File: config.mk
export PLATFORM = sky130hd
export DESIGN_NAME = tag_length_deframer_flat
export DESIGN_NICKNAME = d
export VERILOG_FILES = /design/src/rtl/core/tld_pkg.sv /design/src/rtl/core/tld_channels.sv /design/src/rtl/core/tld_parser.sv /design/src/rtl/core/tld_out_stage.sv /design/src/rtl/core/tag_length_deframer.sv /design/src/flat_wrapper.sv
export VERILOG_INCLUDE_DIRS = /design/src /design/src/rtl/core
export SDC_FILE = /design/constraint.sdc
export NUM_CORES = 1
export LEC_CHECK = 0
export BUFFER_PORTS_ARGS = -buffer_cell sky130_fd_sc_hd__clkbuf_2
export CELL_PAD_IN_SITES_DETAIL_PLACEMENT = 0
export CELL_PAD_IN_SITES_GLOBAL_PLACEMENT = 1
export CORE_MARGIN = 1.5
export CORE_UTILIZATION = 49
export DETAILED_ROUTE_END_ITERATION = 16
export GPL_TIMING_DRIVEN = 0
export PLACE_DENSITY = 0.94
export SYNTH_ARGS = -nofsm -noshare
export SYNTH_HDL_FRONTEND = slang
export SYNTH_HIERARCHICAL = 1
export SYNTH_SLANG_ARGS = --single-unit
File: constraint.sdc
create_clock -name clock -period 8.1 [get_ports clock]
set_input_delay 1.62 -clock clock [delete_from_list [all_inputs] [get_ports clock]]
set_output_delay 1.62 -clock clock [all_outputs]
set_load 0.02 [all_outputs]
File: src/rtl/core/tag_length_deframer_defines.svh
// ----------------------------------------------------------------------------
// tag_length_deframer_defines.svh
// Assertion macros used by the deframer RTL (tld_parser).
// ----------------------------------------------------------------------------
`ifndef TAG_LENGTH_DEFRAMER_DEFINES_SVH
`define TAG_LENGTH_DEFRAMER_DEFINES_SVH

// Same-cycle implication, disabled during reset.
`define TLD_ASSERT_NOW(label, clk, rst, ante, cons, msg) \
   label: assert property (@(posedge clk) disable iff (rst) (ante) |-> (cons)) \
      else $error(msg);

// Next-cycle implication, disabled during reset.
`define TLD_ASSERT_NEXT(label, clk, rst, ante, cons, msg) \
   label: assert property (@(posedge clk) disable iff (rst) (ante) |=> (cons)) \
      else $error(msg);

`endif

File: src/rtl/core/tld_pkg.sv
// ----------------------------------------------------------------------------
// tld_pkg
// Types and constants of the tag/length deframer.
// ----------------------------------------------------------------------------
package tld_pkg;

   localparam int unsigned LenWidth  = 31;
   localparam int unsigned AccWidth  = 32;
   localparam int unsigned ByteWidth = 8;

   // Result status codes
   localparam logic [1:0] ST_HEADER = 2'd0;
   localparam logic [1:0] ST_BODY   = 2'd1;
   localparam logic [1:0] ST_ERROR  = 2'd2;

   // Bytes in the length field, counted by the length itself
   localparam logic [AccWidth-1:0] HEADER_LEN = 32'd4;

   // Reset value of the maximum length register
   localparam logic [LenWidth-1:0] MAX_LENGTH_RESET = 31'h4000_0000;

   typedef struct packed {
      logic [1:0]           status;
      logic [ByteWidth-1:0] msg_tag;
      logic [ByteWidth-1:0] body_byte;
      logic [LenWidth-1:0]  body_length;
      logic                 msg_last;
   } tld_result_type;

endpackage

File: src/rtl/core/tld_channels.sv
// ----------------------------------------------------------------------------
// tld_channels
// Valid/ready channel interfaces of the deframer.
// ----------------------------------------------------------------------------
interface tld_req_if;
   logic       valid;
   logic       ready;
   logic [7:0] in_byte;

   modport source (output valid, output in_byte, input ready);
   modport sink   (input valid, input in_byte, output ready);
endinterface

interface tld_rsp_if;
   logic        valid;
   logic        ready;
   logic [1:0]  status;
   logic [7:0]  msg_tag;
   logic [7:0]  body_byte;
   logic [30:0] body_length;
   logic        msg_last;

   modport source (output valid, output status, output msg_tag, output body_byte,
                   output body_length, output msg_last, input ready);
   modport sink   (input valid, input status, input msg_tag, input body_byte,
                   input body_length, input msg_last, output ready);
endinterface

interface tld_csr_if;
   logic        valid;
   logic        ready;
   logic [30:0] max_length;

   modport source (output valid, output max_length, input ready);
   modport sink   (input valid, input max_length, output ready);
endinterface

File: src/rtl/core/tld_parser.sv
// ----------------------------------------------------------------------------
// tld_parser
// Framing state machine: absorbs one byte per transfer and forms its result.
// ----------------------------------------------------------------------------
`include "tag_length_deframer_defines.svh"

module tld_parser (
   input  logic                    clock,
   input  logic                    reset,
   tld_csr_if.sink                 csr_chan,
   input  logic                    take,
   input  logic [7:0]              in_byte,
   output tld_pkg::tld_result_type result
);
   import tld_pkg::*;

   // Phase codes
   localparam logic [2:0] PH_TAG  = 3'd0;
   localparam logic [2:0] PH_LEN1 = 3'd1;
   localparam logic [2:0] PH_LEN2 = 3'd2;
   localparam logic [2:0] PH_LEN3 = 3'd3;
   localparam logic [2:0] PH_LEN4 = 3'd4;
   localparam logic [2:0] PH_BODY = 3'd5;

   logic [2:0]           phase_ff, phase_in;
   logic [ByteWidth-1:0] held_tag_ff, held_tag_in;
   logic [AccWidth-1:0]  length_accum_ff, length_accum_in;
   logic [LenWidth-1:0]  bytes_left_ff, bytes_left_in;
   logic [LenWidth-1:0]  body_len_ff, body_len_in;
   logic                 error_ff, error_in;
   logic [LenWidth-1:0]  max_length_ff;

   logic [AccWidth-1:0]  accum_shift;
   logic [AccWidth-1:0]  accum_less_hdr;
   logic                 length_bad;

   assign csr_chan.ready = 1'b1;

   // Length assembly and range check
   assign accum_shift    = {length_accum_ff[AccWidth-ByteWidth-1:0], in_byte};
   assign accum_less_hdr = accum_shift - HEADER_LEN;
   assign length_bad     = (accum_shift < HEADER_LEN) ||
                           (accum_shift > {1'b0, max_length_ff});

   // Next state and result
   always_comb begin
      phase_in        = phase_ff;
      held_tag_in     = held_tag_ff;
      length_accum_in = length_accum_ff;
      bytes_left_in   = bytes_left_ff;
      body_len_in     = body_len_ff;
      error_in        = error_ff;
      result.status      = ST_HEADER;
      result.msg_tag     = held_tag_ff;
      result.body_byte   = '0;
      result.body_length = '0;
      result.msg_last    = 1'b0;

      if (error_ff) begin
         result.status = ST_ERROR;
      end else begin
         unique case (phase_ff) inside
            PH_LEN1, PH_LEN2, PH_LEN3: begin
               length_accum_in = accum_shift;
               phase_in        = phase_ff + 3'd1;
            end
            PH_LEN4: begin
               length_accum_in = accum_shift;
               if (length_bad) begin
                  error_in      = 1'b1;
                  result.status = ST_ERROR;
               end else begin
                  body_len_in        = accum_less_hdr[LenWidth-1:0];
                  bytes_left_in      = accum_less_hdr[LenWidth-1:0];
                  result.body_length = accum_less_hdr[LenWidth-1:0];
                  if (accum_less_hdr[LenWidth-1:0] == '0) begin
                     result.msg_last = 1'b1;
                     phase_in        = PH_TAG;
                  end else begin
                     phase_in = PH_BODY;
                  end
               end
            end
            PH_BODY: begin
               result.status      = ST_BODY;
               result.body_byte   = in_byte;
               result.body_length = body_len_ff;
               bytes_left_in      = bytes_left_ff - 31'd1;
               if (bytes_left_ff == 31'd1) begin
                  result.msg_last = 1'b1;
                  phase_in        = PH_TAG;
               end
            end
            default: begin
               // tag byte; unused codes behave the same
               held_tag_in     = in_byte;
               result.msg_tag  = in_byte;
               length_accum_in = '0;
               bytes_left_in   = '0;
               phase_in        = PH_LEN1;
            end
         endcase
      end
   end

   // State registers
   always_ff @(posedge clock) begin
      if (reset) begin
         phase_ff        <= PH_TAG;
         held_tag_ff     <= '0;
         length_accum_ff <= '0;
         bytes_left_ff   <= '0;
         body_len_ff     <= '0;
         error_ff        <= 1'b0;
      end else if (take) begin
         phase_ff        <= phase_in;
         held_tag_ff     <= held_tag_in;
         length_accum_ff <= length_accum_in;
         bytes_left_ff   <= bytes_left_in;
         body_len_ff     <= body_len_in;
         error_ff        <= error_in;
      end
   end

   // Maximum length register
   always_ff @(posedge clock) begin
      if (reset) begin
         max_length_ff <= MAX_LENGTH_RESET;
      end else if (csr_chan.valid) begin
         max_length_ff <= csr_chan.max_length;
      end
   end

   // Checks
   `TLD_ASSERT_NEXT(a_error_sticky, clock, reset, error_ff, error_ff,
                    "framing error cleared without reset")
   `TLD_ASSERT_NOW(a_body_has_bytes, clock, reset, phase_ff == PH_BODY,
                   bytes_left_ff != '0, "body phase with no bytes left")
   `TLD_ASSERT_NEXT(a_error_latches, clock, reset, take && result.status == ST_ERROR,
                    error_ff, "error result without latched error")
   `TLD_ASSERT_NOW(a_last_not_error, clock, reset, result.msg_last,
                   result.status != ST_ERROR, "message end flagged on error")

endmodule

File: src/rtl/core/tld_out_stage.sv
// ----------------------------------------------------------------------------
// tld_out_stage
// Result register toward the response channel.
// ----------------------------------------------------------------------------
module tld_out_stage (
   input  logic                    clock,
   input  logic                    reset,
   input  logic                    take,
   input  tld_pkg::tld_result_type result,
   tld_rsp_if.source               rsp_chan,
   output logic                    can_take
);
   import tld_pkg::*;

   logic           valid_ff;
   tld_result_type data_ff;

   // Room when empty or when the held result leaves this cycle
   assign can_take = !valid_ff || rsp_chan.ready;

   always_ff @(posedge clock) begin
      if (reset) begin
         valid_ff <= 1'b0;
      end else if (can_take) begin
         valid_ff <= take;
      end
   end

   always_ff @(posedge clock) begin
      if (take) begin
         data_ff <= result;
      end
   end

   assign rsp_chan.valid       = valid_ff;
   assign rsp_chan.status      = data_ff.status;
   assign rsp_chan.msg_tag     = data_ff.msg_tag;
   assign rsp_chan.body_byte   = data_ff.body_byte;
   assign rsp_chan.body_length = data_ff.body_length;
   assign rsp_chan.msg_last    = data_ff.msg_last;

endmodule

File: src/rtl/core/tag_length_deframer.sv
// ----------------------------------------------------------------------------
// tag_length_deframer
// Splits a byte stream into tag / length / body messages.
// ----------------------------------------------------------------------------
// Usage:
//   req_chan carries one stream byte per transfer. Every byte gives exactly
//   one result on rsp_chan: header byte absorbed, body byte, or framing error.
//   Results carry the message tag, the body length once the header is done,
//   and a last flag on the final byte of each message.
//   csr_chan writes max_length; it is always ready. The user must write it
//   only while no byte is in flight; the block itself does not enforce this.
// Timing:
//   One byte per clock sustained while rsp_chan is ready. A result appears
//   on rsp_chan the cycle after its byte transfers, held in the single
//   result register.
// Reset:
//   Synchronous; the parser waits for a tag byte, the error flag is clear,
//   max_length returns to 2^30 and rsp_chan holds no result.
// Stall:
//   While rsp_chan is stalled with a result held, req_chan.ready drops; it
//   rises again in the cycle the held result transfers.
// A bad length (below 4 or above max_length) makes every later result an
// error until reset.
// ----------------------------------------------------------------------------
module tag_length_deframer (
   input  logic      clock,
   input  logic      reset,
   tld_req_if.sink   req_chan,
   tld_rsp_if.source rsp_chan,
   tld_csr_if.sink   csr_chan
);
   import tld_pkg::*;

   logic           can_take;
   logic           take;
   tld_result_type result;

   assign req_chan.ready = can_take;
   assign take           = req_chan.valid && can_take;

   tld_parser u_parser (
      .clock    (clock),
      .reset    (reset),
      .csr_chan (csr_chan),
      .take     (take),
      .in_byte  (req_chan.in_byte),
      .result   (result)
   );

   tld_out_stage u_out_stage (
      .clock    (clock),
      .reset    (reset),
      .take     (take),
      .result   (result),
      .rsp_chan (rsp_chan),
      .can_take (can_take)
   );

endmodule

File: src/flat_wrapper.sv
// flat-port wrapper written by rule: the top's interface ports become plain ports
module tag_length_deframer_flat import tld_pkg::*;
  (clock, reset, req_chan_valid, req_chan_in_byte, req_chan_ready, rsp_chan_valid, rsp_chan_status, rsp_chan_msg_tag, rsp_chan_body_byte, rsp_chan_body_length, rsp_chan_msg_last, rsp_chan_ready, csr_chan_valid, csr_chan_max_length, csr_chan_ready);
  tld_req_if req_chan_i ();
  tld_rsp_if rsp_chan_i ();
  tld_csr_if csr_chan_i ();
  input  logic clock;
  input  logic reset;
  input wire logic [$bits(req_chan_i.valid)-1:0] req_chan_valid;
  input wire logic [$bits(req_chan_i.in_byte)-1:0] req_chan_in_byte;
  output wire logic [$bits(req_chan_i.ready)-1:0] req_chan_ready;
  output wire logic [$bits(rsp_chan_i.valid)-1:0] rsp_chan_valid;
  output wire logic [$bits(rsp_chan_i.status)-1:0] rsp_chan_status;
  output wire logic [$bits(rsp_chan_i.msg_tag)-1:0] rsp_chan_msg_tag;
  output wire logic [$bits(rsp_chan_i.body_byte)-1:0] rsp_chan_body_byte;
  output wire logic [$bits(rsp_chan_i.body_length)-1:0] rsp_chan_body_length;
  output wire logic [$bits(rsp_chan_i.msg_last)-1:0] rsp_chan_msg_last;
  input wire logic [$bits(rsp_chan_i.ready)-1:0] rsp_chan_ready;
  input wire logic [$bits(csr_chan_i.valid)-1:0] csr_chan_valid;
  input wire logic [$bits(csr_chan_i.max_length)-1:0] csr_chan_max_length;
  output wire logic [$bits(csr_chan_i.ready)-1:0] csr_chan_ready;
  assign req_chan_i.valid = req_chan_valid;
  assign req_chan_i.in_byte = req_chan_in_byte;
  assign req_chan_ready = req_chan_i.ready;
  assign rsp_chan_valid = rsp_chan_i.valid;
  assign rsp_chan_status = rsp_chan_i.status;
  assign rsp_chan_msg_tag = rsp_chan_i.msg_tag;
  assign rsp_chan_body_byte = rsp_chan_i.body_byte;
  assign rsp_chan_body_length = rsp_chan_i.body_length;
  assign rsp_chan_msg_last = rsp_chan_i.msg_last;
  assign rsp_chan_i.ready = rsp_chan_ready;
  assign csr_chan_i.valid = csr_chan_valid;
  assign csr_chan_i.max_length = csr_chan_max_length;
  assign csr_chan_ready = csr_chan_i.ready;
  tag_length_deframer u_core (.clock(clock), .reset(reset), .req_chan(req_chan_i), .rsp_chan(rsp_chan_i), .csr_chan(csr_chan_i));
endmodule
==> reports/results.txt <==
Post-synth top area share - 26.9%
Cells taking the most area after synthesis - dfxtp_1 27%, edfxtp_1 16%, ha_1 5.2%, nor2_1 4.9%, a211oi_2 3.6%
Clock tree sinks - 180
Syn-to-layout area delta - 14.6%
Post-CTS resize count - 0
Crit path required time - 8350 ps
Number of global-route vias before repair - 8072
Antenna violation net count after detailed routing - 0
Min-delay src - u_core/u_parser/held_tag_ff[7]
Die Width - 144 um
Crit. End Element - register
CP cell instances - clkbuf_2 > inv_1 > ha_1 > nor3b_2 > nand4_1 > nor3_1 > xnor2_1 > nor4b_1 > nand4_1 > a21oi_1
WP data arrival - 5070 ps
Die height - 144 um
RR Startpoint - u_core/u_parser/length_accum_ff[13]
Hold Slack - 458 ps
Crit-path max FO - 9
Clock slew at reported path FFs - 70 ps
Setup violators final - 0
Per-cell routed wire length - 20.0 um
RSZ-0062 raised after global routing - false
Grt total ovfl - 0
H-tree depth - 4
Share of post-route cells with drive strength above 1 - 17.0%
Post-synth EDFFs - 50
Fin. max-slew vios - 0
Mux share of post-synthesis cell area - 3.79%
Setup bufs post-CTS - 0
Max IR drop VDD - 156 uV
Setup slack after layout - 3280 ps
Rel. slew slack - 27.7%
DPL Wire Length - 21.1 mm
Final wirelength - 28.9 mm
Clk root buf - clkbuf_16
Area after DPL - 10500 um2
Core area - 19400 um2
# hold bufs at CTS - 0
Complex-gate fraction of the synthesized area - 22.7%
Vias/cell - 6.12
Number of fill cells - 1778
Hold depth - 2
Largest net degree at the start of global routing - 44
GPL Wtd Cong - 0.974
Final Hold Fails - 0
Top delay family on crit path - simple AND/OR/NAND/NOR gates
Initial core utilization - 49.9%
Skew final - 8.74 ps
Largest family of logic cells by synthesized area - compound AO/OA/AOI/OAI gates
Fin area - 11100 um2
CP most frequent cell - nand4_1
Register Area - 4100 um2
Die area - 20600 um2
Inst Count DP - 1412
Synthesized-area fraction occupied by and/or/nand/nor cells - 16.6%
Worst hold path class - reg2reg
Top-count cell post-synth - dfxtp_1
I/O Buffers - 94
Critical Path Source Type - primary input
Final period util - 59.5%
Io pins - 97
DR iter-0 viols - 838
FF+latch count, synth - 180
Vias - 8833
Worst slew pin tran - 1070 ps
Number of synthesis warnings - 6
Tot Pwr - 2.25 mW
FMAX - 208 MHz
Synth Cell Area - 9680 um2
Setup CP Type - in2reg
Nets@finish - 1250
First-pass GRT wire length - 44.5 mm
CTS tree - built
Top cells by count, synth - 130 x dfxtp_1, 127 x nor2_1, 74 x nand2_1
TNS Setup - 0 ps
Pre-CTS setup slack - 3040 ps
Final Critical Period - 4820 ps
TritonRoute pass-1 iters - 6
N_diodes - 0
Register area share after synthesis - 42.4%
Tot GR Track Use - 28.5%
Net Count, Synth - 1136
Synth Area in Adders - 5.17%
Main synth FF type - dfxtp_1
Worst-path cell with the longest stage delay - nor4b_1
Finished Layout Cells - 1444
Pwr dens - 203 nW/um2
Area of the multi-input gates - 4980 um2
Drt drc - 0
Yosys cell types - 75
Synth Area in XOR/XNOR - 3.08%
Final Util - 57.2%
CTS Buf Count - 17
Critical path buffer and inverter count - 2
Crit-path max cell delay - 640 ps
Hold EP - u_core/u_parser/held_tag_ff[7]
# rows - 51
Worst R2R End - u_core/u_out_stage/rsp_chan.body_length[24]
Cells after Synth - 1052
Leak pwr - 4.15 nW
Reg2reg setup slack - 4550 ps
Worst skew pair latency - 440 ps
Ys async rst share - 0%
Total stage count of the critical path - 10
Reg2Reg Depth - 9
Maximum buffer depth of the clock tree - 2
Initial antenna violation count - 0
Run status - complete, no violations
Max_cap viols - 0
Cell taking the most area after synthesis - dfxtp_1
Synth Area per Inst - 9.20 um2
## power by group
group | internal, mW | switching (mW) | total, mW
registers | 0.969 | 0.0248 | 0.994
logic | 0.142 | 0.278 | 0.419
clock network | 0.438 | 0.396 | 0.834
total | 1.55 | 0.699 | 2.25
## flip-flops by register name (all words and copies together) (netlist names)
signal and flops:
u_core/u_out_stage/rsp_chan.body_byte 8, u_core/u_out_stage/rsp_chan.body_length 31, u_core/u_out_stage/rsp_chan.msg_last 1, u_core/u_out_stage/rsp_chan.msg_tag 8, u_core/u_out_stage/rsp_chan.status 2, u_core/u_out_stage/rsp_chan.valid 1, u_core/u_parser/body_len_ff 31, u_core/u_parser/bytes_left_ff 31
u_core/u_parser/error_ff 1, u_core/u_parser/held_tag_ff 8, u_core/u_parser/length_accum_ff 24, u_core/u_parser/max_length_ff 31, u_core/u_parser/phase_ff 3
## worst max-delay path by stage
stage | start | slack (ps) | to
2_1_floorplan | rsp_chan_ready | 3580 | u_core/u_parser/phase_ff[0]
3_5_place_dp | req_chan_in_byte[2] | 3040 | u_core/u_out_stage/rsp_chan.msg_last
6_report | req_chan_in_byte[2] | 3280 | u_core/u_out_stage/rsp_chan.msg_last
4_1_cts | req_chan_in_byte[2] | 3480 | u_core/u_out_stage/rsp_chan.msg_last
5_1_grt | req_chan_in_byte[2] | 3200 | u_core/u_out_stage/rsp_chan.msg_last
3_3_place_gp | rsp_chan_ready | 2540 | u_core/u_parser/bytes_left_ff[23]
## cell families (layout without fill, tap and decap cells)
logic type | after synthesis | count (layout)
and+or+nand+nor | 338 | 338
AOI/OAI and AO/OA | 285 | 285
DFF | 180 | 180
buffers and inverters | 138 | 265
adders and majority gates | 40 | 40
muxes | 36 | 36
xor gates and xnor gates | 34 | 34
other | 1 | 1
## worst reg2reg max path, cell delays in order (launching register included)
cell and delay [ps]:
dfxtp_1 550, ha_1 320, nand4_1 130, nor3_1 50
a2111oi_0 560, nand3_1 210, o31ai_1 820, clkbuf_1 470
a22oi_1 180, nor2_1 120
## layout make-up
| class | count | share of cell area, % |
|---|---|---|
| timing repair buffer | 95 | 4.42 |
| inverter | 55 | 1.86 |
| sequential | 180 | 37.0 |
| buffer | 83 | 3.59 |
| tap | 265 | 2.99 |
| clock inverter | 15 | 1.49 |
| clock buffer | 17 | 3.83 |
| multi-input combinational | 734 | 44.8 |
## metal layers
layer | vias to the layer above | routed length, um | GRT usage [%]
met3 | 83 | 2390 | 4.80
met2 | 478 | 13100 | 44.7
li1 | 4093 | - | -
met5 | - | 0 | 0
met1 | 4179 | 12200 | 38.3
met4 | 0 | 1200 | 13.2
## layout by cell type, fill, tap and decap left out, types with 18 or more instances in the layout
master and n:
dfxtp_1 130, nor2_1 127, clkbuf_2 94, nand2_1 74
a21oi_1 65, clkbuf_1 58, inv_1 55, edfxtp_1 50
ha_1 40, a22oi_1 37, nor3_1 34, mux2i_1 31
o21ai_0 28, a211oi_2 28, nand3_1 22, xnor2_1 22
a211oi_1 19, a2bb2oi_1 18
(Power assumes the default switching activity.)
